--- config.mk ---
export PLATFORM = sky130hd
export DESIGN_NAME = bit_granular_realign_copy
export DESIGN_NICKNAME = d
export VERILOG_FILES = /design/src/rtl/brc_pkg.sv /design/src/rtl/bit_granular_realign_copy.sv /design/src/rtl/brc_front.sv /design/src/rtl/brc_fifo.sv /design/src/rtl/brc_back.sv
export SDC_FILE = /design/constraint.sdc
export NUM_CORES = 1
export LEC_CHECK = 0
export BUFFER_PORTS_ARGS = -buffer_cell sky130_fd_sc_hd__clkbuf_2
export CAP_MARGIN = 0
export CORE_AREA = 2 2 174 176
export DETAILED_ROUTE_END_ITERATION = 12
export DIE_AREA = 0 0 176 178
export PLACE_DENSITY = 0.93
export SYNTH_ARGS = -nofsm -noshare
export SYNTH_HDL_FRONTEND = slang
export SYNTH_SLANG_ARGS = --single-unit
--- constraint.sdc ---
create_clock -name clk -period 30.1 [get_ports clk]
set_clock_uncertainty 0.15 [all_clocks]
set_input_delay 0 -clock clk [delete_from_list [all_inputs] [get_ports clk]]
set_output_delay 0 -clock clk [all_outputs]
set_load 0.01 [all_outputs]
--- src/rtl/brc_pkg.sv ---
// shared types and constants for the bit realigning copy block
package brc_pkg;

    localparam int BYTE_BITS      = 8;
    localparam int CFG_DATA_W     = 24;
    localparam int CFG_INDEX_W    = 3;
    localparam int COPIED_W       = 24;
    localparam int COUNT_BITS_DEF = 24;
    localparam int FIFO_DEPTH_DEF = 4;

    typedef enum logic [CFG_INDEX_W-1:0] {
        CFG_SRC_OFFSET      = 3'd0,
        CFG_DST_OFFSET      = 3'd1,
        CFG_REQUEST_BITS    = 3'd2,
        CFG_SRC_LENGTH_BITS = 3'd3,
        CFG_DST_LENGTH_BITS = 3'd4,
        CFG_HEAD_BYTE       = 3'd5,
        CFG_TAIL_BYTE       = 3'd6
    } cfg_idx_t;

    // one or two destination bytes caused by one source byte
    typedef struct packed {
        logic [BYTE_BITS-1:0] byte0;
        logic                 fin0;
        logic [BYTE_BITS-1:0] byte1;
        logic                 two;
        logic [COPIED_W-1:0]  copied;
    } grp_t;

endpackage

--- src/rtl/bit_granular_realign_copy.sv ---
// top level of the bit realigning copy block
// Copies a bit run MSB first from a stream of source bytes into destination
// bytes, moving it from src_offset to dst_offset within the byte. The run
// length is the smallest of request_bits, src_length_bits, dst_length_bits.
// Registers are written through cfg_we / cfg_index / cfg_data with the block
// idle; every write re-arms the transfer, and the next source byte starts it.
// Source bytes arrive on in_valid / in_ready / src_byte; destination bytes
// leave on out_valid / out_ready with final_flag and copied_count on the last.
// Throughput: one source byte per cycle while the group queue has room; the last source byte may yield two
// destination bytes, which leave one after the other.
// A destination byte is offered from the output register: the edge that takes its source byte writes
// the group queue, and the output register loads that group once it is free.
// A four-entry group queue parts the shifter from the output register, so the
// source side keeps flowing while the receiver stalls until the queue fills,
// then in_ready drops. Reset arms a transfer and zeroes all but the data storage registers.
module bit_granular_realign_copy #(
    parameter int COUNT_BITS = brc_pkg::COUNT_BITS_DEF
) (
    input  logic                            clk,
    input  logic                            rst_n,
    input  logic                            cfg_we,
    input  logic [brc_pkg::CFG_INDEX_W-1:0] cfg_index,
    input  logic [brc_pkg::CFG_DATA_W-1:0]  cfg_data,
    input  logic                            in_valid,
    output logic                            in_ready,
    input  logic [brc_pkg::BYTE_BITS-1:0]   src_byte,
    output logic                            out_valid,
    input  logic                            out_ready,
    output logic [brc_pkg::BYTE_BITS-1:0]   dst_data,
    output logic                            final_flag,
    output logic [brc_pkg::COPIED_W-1:0]    copied_count
);

    logic          push, full, pop, head_valid;
    brc_pkg::grp_t push_grp, head_grp;

    brc_front #(
        .COUNT_BITS(COUNT_BITS)
    ) u_front (
        .clk      (clk),
        .rst_n    (rst_n),
        .cfg_we   (cfg_we),
        .cfg_index(cfg_index),
        .cfg_data (cfg_data),
        .in_valid (in_valid),
        .in_ready (in_ready),
        .src_byte (src_byte),
        .fifo_full(full),
        .push     (push),
        .push_grp (push_grp)
    );

    brc_fifo #(
        .DEPTH(brc_pkg::FIFO_DEPTH_DEF)
    ) u_fifo (
        .clk       (clk),
        .rst_n     (rst_n),
        .push      (push),
        .push_grp  (push_grp),
        .full      (full),
        .pop       (pop),
        .head_valid(head_valid),
        .head_grp  (head_grp)
    );

    brc_back u_back (
        .clk         (clk),
        .rst_n       (rst_n),
        .head_valid  (head_valid),
        .head_grp    (head_grp),
        .pop         (pop),
        .out_valid   (out_valid),
        .out_ready   (out_ready),
        .dst_data    (dst_data),
        .final_flag  (final_flag),
        .copied_count(copied_count)
    );

endmodule

--- src/rtl/brc_front.sv ---
// front end: configuration registers, realigning shifter and group builder
module brc_front #(
    parameter int COUNT_BITS = brc_pkg::COUNT_BITS_DEF
) (
    input  logic                               clk,
    input  logic                               rst_n,
    input  logic                               cfg_we,
    input  logic [brc_pkg::CFG_INDEX_W-1:0]    cfg_index,
    input  logic [brc_pkg::CFG_DATA_W-1:0]     cfg_data,
    input  logic                               in_valid,
    output logic                               in_ready,
    input  logic [brc_pkg::BYTE_BITS-1:0]      src_byte,
    input  logic                               fifo_full,
    output logic                               push,
    output brc_pkg::grp_t                      push_grp
);

    localparam int XW = (COUNT_BITS > 24) ? COUNT_BITS : 24;

    logic [2:0]            soff_reg, doff_reg;
    logic [23:0]           req_reg, slen_reg, dlen_reg;
    logic [7:0]            head_reg, tail_reg;
    logic [6:0]            pend_reg;
    logic [2:0]            cnt_reg;
    logic [COUNT_BITS-1:0] left_reg;
    logic                  first_reg;

    logic [23:0]           n_a, n24;
    logic [XW-1:0]         nx;
    logic [COUNT_BITS-1:0] total, left, left_n;
    logic [3:0]            room, skip_n, avail, take, cnt, cnt2, keep_n;
    logic [7:0]            head_lead, shifted, chunk, byte0, tail_out, keep_src;
    logic [6:0]            base_bits, acc2;
    logic [2:0]            base_cnt;
    logic [14:0]           acc;
    logic                  active, short_run, emit1, emit_tail, fin0, accept;

    function automatic logic [brc_pkg::COPIED_W-1:0] COPIED_W_CAST(
        input logic [COUNT_BITS-1:0] v
    );
        logic [XW-1:0] w;
        w = XW'(v);
        return w[brc_pkg::COPIED_W-1:0];
    endfunction

    assign in_ready = !fifo_full;
    assign accept   = in_valid && in_ready;

    // run length: smallest of the three counts, saturated to the counter width
    always_comb
    begin
        n_a   = (slen_reg < req_reg) ? slen_reg : req_reg;
        n24   = (dlen_reg < n_a) ? dlen_reg : n_a;
        nx    = XW'(n24);
        total = (nx > XW'({COUNT_BITS{1'b1}})) ? {COUNT_BITS{1'b1}} : nx[COUNT_BITS-1:0];
    end

    always_comb
    begin
        room      = 4'd8 - {1'b0, doff_reg};
        short_run = (total <= COUNT_BITS'(room));
        head_lead = head_reg >> room;
        base_bits = first_reg ? head_lead[6:0] : pend_reg;
        base_cnt  = first_reg ? doff_reg : cnt_reg;
        left      = first_reg ? total : left_reg;
        active    = (left != '0);
        skip_n    = first_reg ? {1'b0, soff_reg} : 4'd0;
        avail     = 4'd8 - skip_n;
        take      = (left < COUNT_BITS'(avail)) ? left[3:0] : avail;
        shifted   = src_byte >> (avail - take);
        chunk     = shifted & 8'((9'd1 << take) - 9'd1);
        acc       = (15'(base_bits) << take) | 15'(chunk);
        cnt       = {1'b0, base_cnt} + take;
        left_n    = left - COUNT_BITS'(take);
        emit1     = (cnt >= 4'd8);
        byte0     = 8'(acc >> (cnt - 4'd8));
        cnt2      = emit1 ? (cnt - 4'd8) : cnt;
        acc2      = acc[6:0] & 7'((8'd1 << cnt2[2:0]) - 8'd1);
        fin0      = (left_n == '0) && (cnt2 == 4'd0);
        emit_tail = (left_n == '0) && (cnt2 != 4'd0);
        keep_n    = 4'd8 - cnt2;
        keep_src  = short_run ? head_reg : tail_reg;
        tail_out  = (8'(acc2) << keep_n) | (keep_src & 8'((9'd1 << keep_n) - 9'd1));
    end

    always_comb
    begin
        push_grp.copied = COPIED_W_CAST(total);
        if (emit1)
        begin
            push_grp.byte0 = byte0;
            push_grp.fin0  = fin0;
            push_grp.byte1 = tail_out;
            push_grp.two   = emit_tail;
        end
        else
        begin
            push_grp.byte0 = tail_out;
            push_grp.fin0  = 1'b1;
            push_grp.byte1 = tail_out;
            push_grp.two   = 1'b0;
        end
        push = accept && active && (emit1 || emit_tail);
    end

    always_ff @(posedge clk or negedge rst_n)
    begin
        if (!rst_n)
        begin
            soff_reg  <= '0;
            doff_reg  <= '0;
            req_reg   <= '0;
            slen_reg  <= '0;
            dlen_reg  <= '0;
            head_reg  <= '0;
            tail_reg  <= '0;
            pend_reg  <= '0;
            cnt_reg   <= '0;
            left_reg  <= '0;
            first_reg <= 1'b1;
        end
        else if (cfg_we)
        begin
            unique case (cfg_index)
                brc_pkg::CFG_SRC_OFFSET:      soff_reg <= cfg_data[2:0];
                brc_pkg::CFG_DST_OFFSET:      doff_reg <= cfg_data[2:0];
                brc_pkg::CFG_REQUEST_BITS:    req_reg  <= cfg_data;
                brc_pkg::CFG_SRC_LENGTH_BITS: slen_reg <= cfg_data;
                brc_pkg::CFG_DST_LENGTH_BITS: dlen_reg <= cfg_data;
                brc_pkg::CFG_HEAD_BYTE:       head_reg <= cfg_data[7:0];
                brc_pkg::CFG_TAIL_BYTE:       tail_reg <= cfg_data[7:0];
                default:                      ;
            endcase
            // any write re-arms the transfer
            pend_reg  <= '0;
            cnt_reg   <= '0;
            left_reg  <= '0;
            first_reg <= 1'b1;
        end
        else if (accept)
        begin
            first_reg <= 1'b0;
            if (active)
            begin
                left_reg <= left_n;
                pend_reg <= emit_tail ? 7'd0 : acc2;
                cnt_reg  <= emit_tail ? 3'd0 : cnt2[2:0];
            end
        end
    end

endmodule

--- src/rtl/brc_fifo.sv ---
// small group queue between the front end and the output stage
module brc_fifo #(
    parameter int DEPTH = brc_pkg::FIFO_DEPTH_DEF
) (
    input  logic          clk,
    input  logic          rst_n,
    input  logic          push,
    input  brc_pkg::grp_t push_grp,
    output logic          full,
    input  logic          pop,
    output logic          head_valid,
    output brc_pkg::grp_t head_grp
);

    localparam int PW = (DEPTH > 1) ? $clog2(DEPTH) : 1;
    localparam int CW = $clog2(DEPTH + 1);

    brc_pkg::grp_t   mem_reg [DEPTH];
    logic [PW-1:0]   wr_ptr_reg, rd_ptr_reg;
    logic [CW-1:0]   count_reg;

    assign full       = (count_reg == CW'(DEPTH));
    assign head_valid = (count_reg != '0);
    assign head_grp   = mem_reg[rd_ptr_reg];

    always_ff @(posedge clk)
    begin
        if (push)
        begin
            mem_reg[wr_ptr_reg] <= push_grp;
        end
    end

    always_ff @(posedge clk or negedge rst_n)
    begin
        if (!rst_n)
        begin
            wr_ptr_reg <= '0;
            rd_ptr_reg <= '0;
            count_reg  <= '0;
        end
        else
        begin
            if (push)
            begin
                wr_ptr_reg <= (wr_ptr_reg == PW'(DEPTH - 1)) ? '0 : wr_ptr_reg + 1'b1;
            end
            if (pop)
            begin
                rd_ptr_reg <= (rd_ptr_reg == PW'(DEPTH - 1)) ? '0 : rd_ptr_reg + 1'b1;
            end
            if (push && !pop)
            begin
                count_reg <= count_reg + 1'b1;
            end
            else if (pop && !push)
            begin
                count_reg <= count_reg - 1'b1;
            end
        end
    end

    a_no_overflow: assert property (@(posedge clk) disable iff (!rst_n)
        full |-> !push)
        else $error("group queue written while full");

    a_no_underflow: assert property (@(posedge clk) disable iff (!rst_n)
        pop |-> head_valid)
        else $error("group queue read while empty");

    a_count_bound: assert property (@(posedge clk) disable iff (!rst_n)
        count_reg <= CW'(DEPTH))
        else $error("group queue count out of range");

endmodule

--- src/rtl/brc_back.sv ---
// output stage: walks each group out one destination byte per request
module brc_back (
    input  logic                          clk,
    input  logic                          rst_n,
    input  logic                          head_valid,
    input  brc_pkg::grp_t                 head_grp,
    output logic                          pop,
    output logic                          out_valid,
    input  logic                          out_ready,
    output logic [brc_pkg::BYTE_BITS-1:0] dst_data,
    output logic                          final_flag,
    output logic [brc_pkg::COPIED_W-1:0]  copied_count
);

    brc_pkg::grp_t grp_reg;
    logic          valid_reg;
    logic          idx_reg;
    logic          out_acc, last;

    assign out_acc      = valid_reg && out_ready;
    assign last         = !grp_reg.two || idx_reg;
    assign pop          = head_valid && (!valid_reg || (out_acc && last));
    assign out_valid    = valid_reg;
    assign dst_data     = idx_reg ? grp_reg.byte1 : grp_reg.byte0;
    assign final_flag   = idx_reg ? 1'b1 : grp_reg.fin0;
    assign copied_count = final_flag ? grp_reg.copied : '0;

    always_ff @(posedge clk)
    begin
        if (pop)
        begin
            grp_reg <= head_grp;
        end
    end

    always_ff @(posedge clk or negedge rst_n)
    begin
        if (!rst_n)
        begin
            valid_reg <= 1'b0;
            idx_reg   <= 1'b0;
        end
        else if (pop)
        begin
            valid_reg <= 1'b1;
            idx_reg   <= 1'b0;
        end
        else if (out_acc)
        begin
            // second byte of a pair follows, otherwise the stage empties
            valid_reg <= !last;
            idx_reg   <= !last;
        end
    end

endmodule

Word-level counts from Yosys, hierarchy flattened. Memories as Yosys holds them, arrays and structs flattened. A register that Yosys moved wholly into a read port is not among the register bits. Index checks and enable logic that the tools add are counted. Widths: inputs -> output; s select.

Register bits after elaboration: 138. Bits in latches: 0. RAM bits: 168. Bits in read-only memories: 0. Logic and storage cells: 132. Memories: 1.

Memory list: u_fifo.mem_reg (words 4, width 42, read ports 1, clocked after memory_dff 1, write ports 1, line brc_fifo.sv:18) `brc_pkg::grp_t mem_reg [DEPTH];`.

$add $sub $neg: 14. $mul: 0. Divide/modulo/power cells: 0. Magnitude comparators: 6. Equality and inequality tests: 9. Shift-type cells: 8. Muxes and demuxes: 36. Bitwise gates (word level): 5. Reduce and logical (&&, ||, !) cells: 37.

Operator list (number): $mux 24 (8); $lt 24x24->1 (2); $mux 7 (5); $gt 24x24->1 const B (1); $le 24x4->1 (1); $logic_not 24->1 (1); $lt 24x4->1 (1); $mux 3 (8); $reduce_bool 24->1 (1); $sub 24x4->24 (1); $mux 18 (1); $and 8x8->8 (2); $mux 8 (2); $reduce_and 2->1 (8); $shl 1x4->8 const A (2); $sub 8x1->8 const B (2); $or 15x8->15 (1); $shl 7x4->15 (1); $shr 15x4->8 (1); $eq 3x3->1 const B (4); $logic_and 1x1->1 (10); $mux 1 (8); $mux 4 (2); $or 8x8->8 (1); other kinds (26) (41).

Longest topological paths before layout.
Depth in word-level cells: 20. Gate-level depth with buffers: 52. Depth with buffers taken out: 46.

By module. Synthesis repeated with hierarchy kept, for this count alone.

Cells, all modules: 1697. Area total of the unflattened synthesis: 19820.3 um^2.

Modules (own cells, without submodules): brc_front (instances 1, cells each 1352, area each 11631.2 um^2, seq. area each 3229.3 um^2); brc_fifo (instances 1, cells each 257, area each 6536.3 um^2, seq. area each 5220.0 um^2); brc_back (instances 1, cells each 88, area each 1652.8 um^2, seq. area each 1311.3 um^2).

Worst setup path after synthesis. OpenSTA, ideal clock, no wires.

Path type: reg-to-reg. Start: register u_front.slen_reg[11]. End: memory u_fifo.mem_reg[0][0] (netlist bit), enable pin. Arrival: 11179 ps. Data required time: 29546 ps. Slack: 18367 ps. Stages on the path, launching flop included: 47. Path buffers: 7. Path through: dfrtp_1 ha_1 a21oi_1 o21ai_1 a221oi_2 o21ai_2 nor2_1 clkbuf_1 buf_1 clkbuf_1 nor2_1 a21oi_1 ha_1 and3_1 o311a_1 a211oi_2 o311ai_1 a221oi_2 [11 not listed] o21ai_1 nand2_1 inv_1 ha_1 inv_1 fa_1 a21o_1 a21oi_1 nand3_1 or4_1 clkbuf_1 xnor2_1 nand2_1 nor4_1 nand4_1 a21oi_1 o21a_1 and2_1.

RTL lines: start: declaration (line brc_front.sv:21) `logic [23:0] req_reg, slen_reg, dlen_reg;`; start signal: assignment (line brc_front.sv:128) `brc_pkg::CFG_SRC_LENGTH_BITS: slen_reg <= cfg_data;`; end: declaration (line brc_fifo.sv:18).

==> summary.txt <==
=============================================================================
Die Area                                                           31300 um^2
Min-delay worst type                                                in -> reg
Number of flops mapped to enable cells by yosys                           210
Cell count of the worst hold path                                           2
Violation count after the first detailed-routing iteration               2239
Number of nets in the final layout                                       1988
Worst R2R Setup Slack                                                16.16 ns
Total power per unit cell area                                    133 nW/um^2
Met1 capacity usage during global routing                               49.7%
Post-route antenna net violation count                                      0
Pin count of the biggest net entering global routing                       81
Synth Net Count                                                          1908
RSZ-0062 raised after global routing                                       no
Clock Tree Root                                                  sky130_fd_sc_hd__clkbuf_16
First-pass GRT wire length                                           87400 um
FMAX                                                                 71.7 MHz
Async set or reset register ratio after synthesis                       39.7%
Count of boundary I/O pins                                                 75
Via count of the first global-routing pass                              15.3k
Startpoint of the lowest-slack register-to-register path         u_front.slen_reg[23]
Die outline height                                                     178 um
Number of inserted filler cells in the final layout                      1835
Met2 track utilization from global routing                              60.6%
Maximum buffer depth of the clock tree                                      3
Total overflow reported by the global router                                0
Clk pin slew, worst setup/hold paths                                  0.06 ns
#FFs+latches synth                                                        348
Crit path arrival time                                               13.92 ns
Max VDD drop                                                        0.0775 mV
Leak Pwr                                                           0.00871 uW
Clk sinks                                                                 348
Post CTS Setup Buffer Count                                                 0
Via/cell ratio                                                           6.92
Post-detailed-route DRC marker count                                        0
Area used by sequential logic in the layout                         9760 um^2
Layout Utilization                                                      74.7%
# rows                                                                     63
Final period demand of the worst path                                13.94 ns
Met3 layer usage reported by global route                               5.41%
Worst path max stage delay                                            0.94 ns
Total instance count after detailed placement                            2181
Run status                                                       finished, final reports clean
Antenna violations before repair                                            1
Clk Latency, worst-skew pair                                          0.54 ns
Largest register FFs                                                      168
Routed wire length per instance                                       24.6 um
Tcrit/Tclk final                                                        46.3%
CP max-delay cell                                                sky130_fd_sc_hd__and2_2
Unique cell type count in the Yosys netlist                                97
Max cap viols                                                               0
Setup violators final                                                       0
CTS H-tree lvls                                                             2
Portion of the post-synthesis area used by sequential elements          49.4%
Endpoint required time on the critical path                          30.08 ns
TritonCTS clock tree                                                      yes
Remaining max-slew budget at the tightest pin                           8.93%
Endpoint of the worst-slack reg-to-reg timing path               u_fifo.mem_reg[0][25]
Post-Route Setup TNS                                                     0 ns
Crit path kind                                                     reg -> reg
GRT Total Usage                                                         36.3%
Number of max-slew violations in the final report                           0
Hold path startpoint                                                   cfg_we
Sort of element at the end of the critical path                      register
Area of the core region                                            29400 um^2
Overall die width                                                      176 um
Worst-path maximum fanout                                                  42
Post-synth top flop                                              sky130_fd_sc_hd__edfxtp_1
Yosys warning total                                                         0
R2R cell count                                                             38
Num CTS Buffers                                                            37
Critical path startpoint category                                    register
Transition at the pin with the smallest max-transition slack          1.35 ns
Area of combinational cells with multiple inputs                    9380 um^2
Fraction of final layout cells sized beyond drive strength 1            18.0%
Avg Cell Area, Syn                                                  11.1 um^2
HPWL after DPL                                                       36800 um
Instance count of the mapped netlist                                     1783
Count of non-filler cells in the finished layout                         2279
Post-Route WL                                                        56000 um
Synthesis-to-layout area growth                                         11.2%
Via count                                                               15.8k
First-pass detailed-route iteration total                                   6
Most congested layer reported by global routing                          met2
Total standard cell area after synthesis                           19800 um^2
Number of hold violations in the final report                               0
RePlAce Congestion                                                       1.01
Inserted Diodes                                                             0
Hold Crit Endpoint                                               u_front.left_reg[5]
Effective utilization at floorplan                                      67.2%
Total of buffers placed on input and output ports                          74
=============================================================================
## metrics by stage
step	total power [uW]	hold slack, ns	setup slack (ns)	cell area, um^2
2_1_floorplan	1950	-0.446	18.37	19800
3_3_place_gp	2320	-0.0657	17.53	20500
3_5_place_dp	2400	-0.0517	16.82	20500
4_1_cts	2860	0.0168	16.64	22000
5_1_grt	3060	0.0920	15.29	22000
6_report	2920	0.0557	16.16	22000
## cell type report
cell class,count,share of cell area (%)
Inverter,81,1.38
Clock buffer,48,4.58
Multi-Input combinational cell,1265,42.7
Clock inverter,17,0.626
Timing Repair Buffer,130,4.08
Sequential cell,348,44.4
Tap cell,390,2.22
## routing by layer
metal	vias to the layer above	part of all wire, %
met5	-	0.023
met4	2	3.5
met3	188	9.7
met2	1111	48
met1	7594	39
li1	6870	-
## critical path, delay by kind of cell, from the launching register on
kind / cells / cell delay [ns]
simple gates: 15 / 5.39
compound gates: 13 / 4.35
fa+ha+maj: 4 / 1.56
buf+inv: 4 / 1.04
flops: 1 / 0.41
mux: 1 / 0.35
xor+xnor: 1 / 0.20
## synth_stat cells (all sizes together), types with 9 or more instances
master	count	area (um^2)
dfrtp	137	3430
mux2	93	1050
or4	14	109
a22o	10	87.6
buf	16	78.8
o31ai	11	87.6
xor2	19	166
a31oi	16	100
xnor2	21	184
and3	11	68.8
nor4	22	159
a21oi	117	586
edfxtp	210	6310
mux4	44	991
a221oi	9	104
o21a	9	67.6
clkbuf	73	274
and2	17	106
nor2	108	408
nand3	37	185
a211oi	12	95.1
ha	81	1010
nand2	190	716
inv	78	293
mux2i	50	500
nand4	11	75.1
nor2b	35	219
o21ai	127	639
a21o	21	158
or2	9	56.3
o211ai	9	72.6
nor3	37	206
## cells in the final DEF, fill, tap and decap left out, types with 21 or more instances in the layout
cell type                       count
sky130_fd_sc_hd__a21o_1            21
sky130_fd_sc_hd__a21oi_1          116
sky130_fd_sc_hd__buf_4             23
sky130_fd_sc_hd__clkbuf_16         37
sky130_fd_sc_hd__clkbuf_2          73
sky130_fd_sc_hd__dfrtp_1          135
sky130_fd_sc_hd__dlygate4sd3_1     32
sky130_fd_sc_hd__edfxtp_1         210
sky130_fd_sc_hd__ha_1              81
sky130_fd_sc_hd__inv_1             76
sky130_fd_sc_hd__mux2_2            91
sky130_fd_sc_hd__mux2i_1           50
sky130_fd_sc_hd__mux4_2            44
sky130_fd_sc_hd__nand2_1          189
sky130_fd_sc_hd__nand3_1           37
sky130_fd_sc_hd__nor2_1           106
sky130_fd_sc_hd__nor2b_1           35
sky130_fd_sc_hd__nor3_1            33
sky130_fd_sc_hd__o21ai_0          120
sky130_fd_sc_hd__xnor2_1           21
## worst max path at each step
stage / from / endpoint / slack (ns) / cells after the start
global placement: u_front.slen_reg[23] / u_fifo.mem_reg[1][36] / 17.53 / 37
floorplan: u_front.slen_reg[11] / u_fifo.mem_reg[0][0] / 18.37 / 46
CTS: u_front.slen_reg[23] / u_fifo.mem_reg[0][32] / 16.64 / 38
detailed placement: u_front.slen_reg[23] / u_fifo.mem_reg[0][19] / 16.82 / 38
finish: u_front.slen_reg[23] / u_fifo.mem_reg[0][25] / 16.16 / 38
global route: u_front.slen_reg[23] / u_fifo.mem_reg[0][27] / 15.29 / 38
## cell families after synthesis
| kind of cell | Yosys count | synth area share (%) |
|---|---|---|
| xor+xnor | 40 | 1.77 |
| fa+ha+maj | 85 | 5.53 |
| compound gates | 433 | 14.4 |
| simple gates | 520 | 12.8 |
| flops | 348 | 49.4 |
| mux | 187 | 12.9 |
| buf+inv | 170 | 3.32 |
## power breakdown
group | switching (uW) | total, uW | internal (uW)
Combinational | 1040 | 1630 | 585
Clock | 189 | 435 | 247
Sequential | 95.6 | 856 | 760
Total | 1330 | 2920 | 1590
## what timing repair did
action | in CTS | in global routing
hold buffers | 33 | 0
endpoints found under the hold margin | 177 | 0
gates resized for setup | 0 | 0
Note: power is estimated with default switching activity, not from simulation.
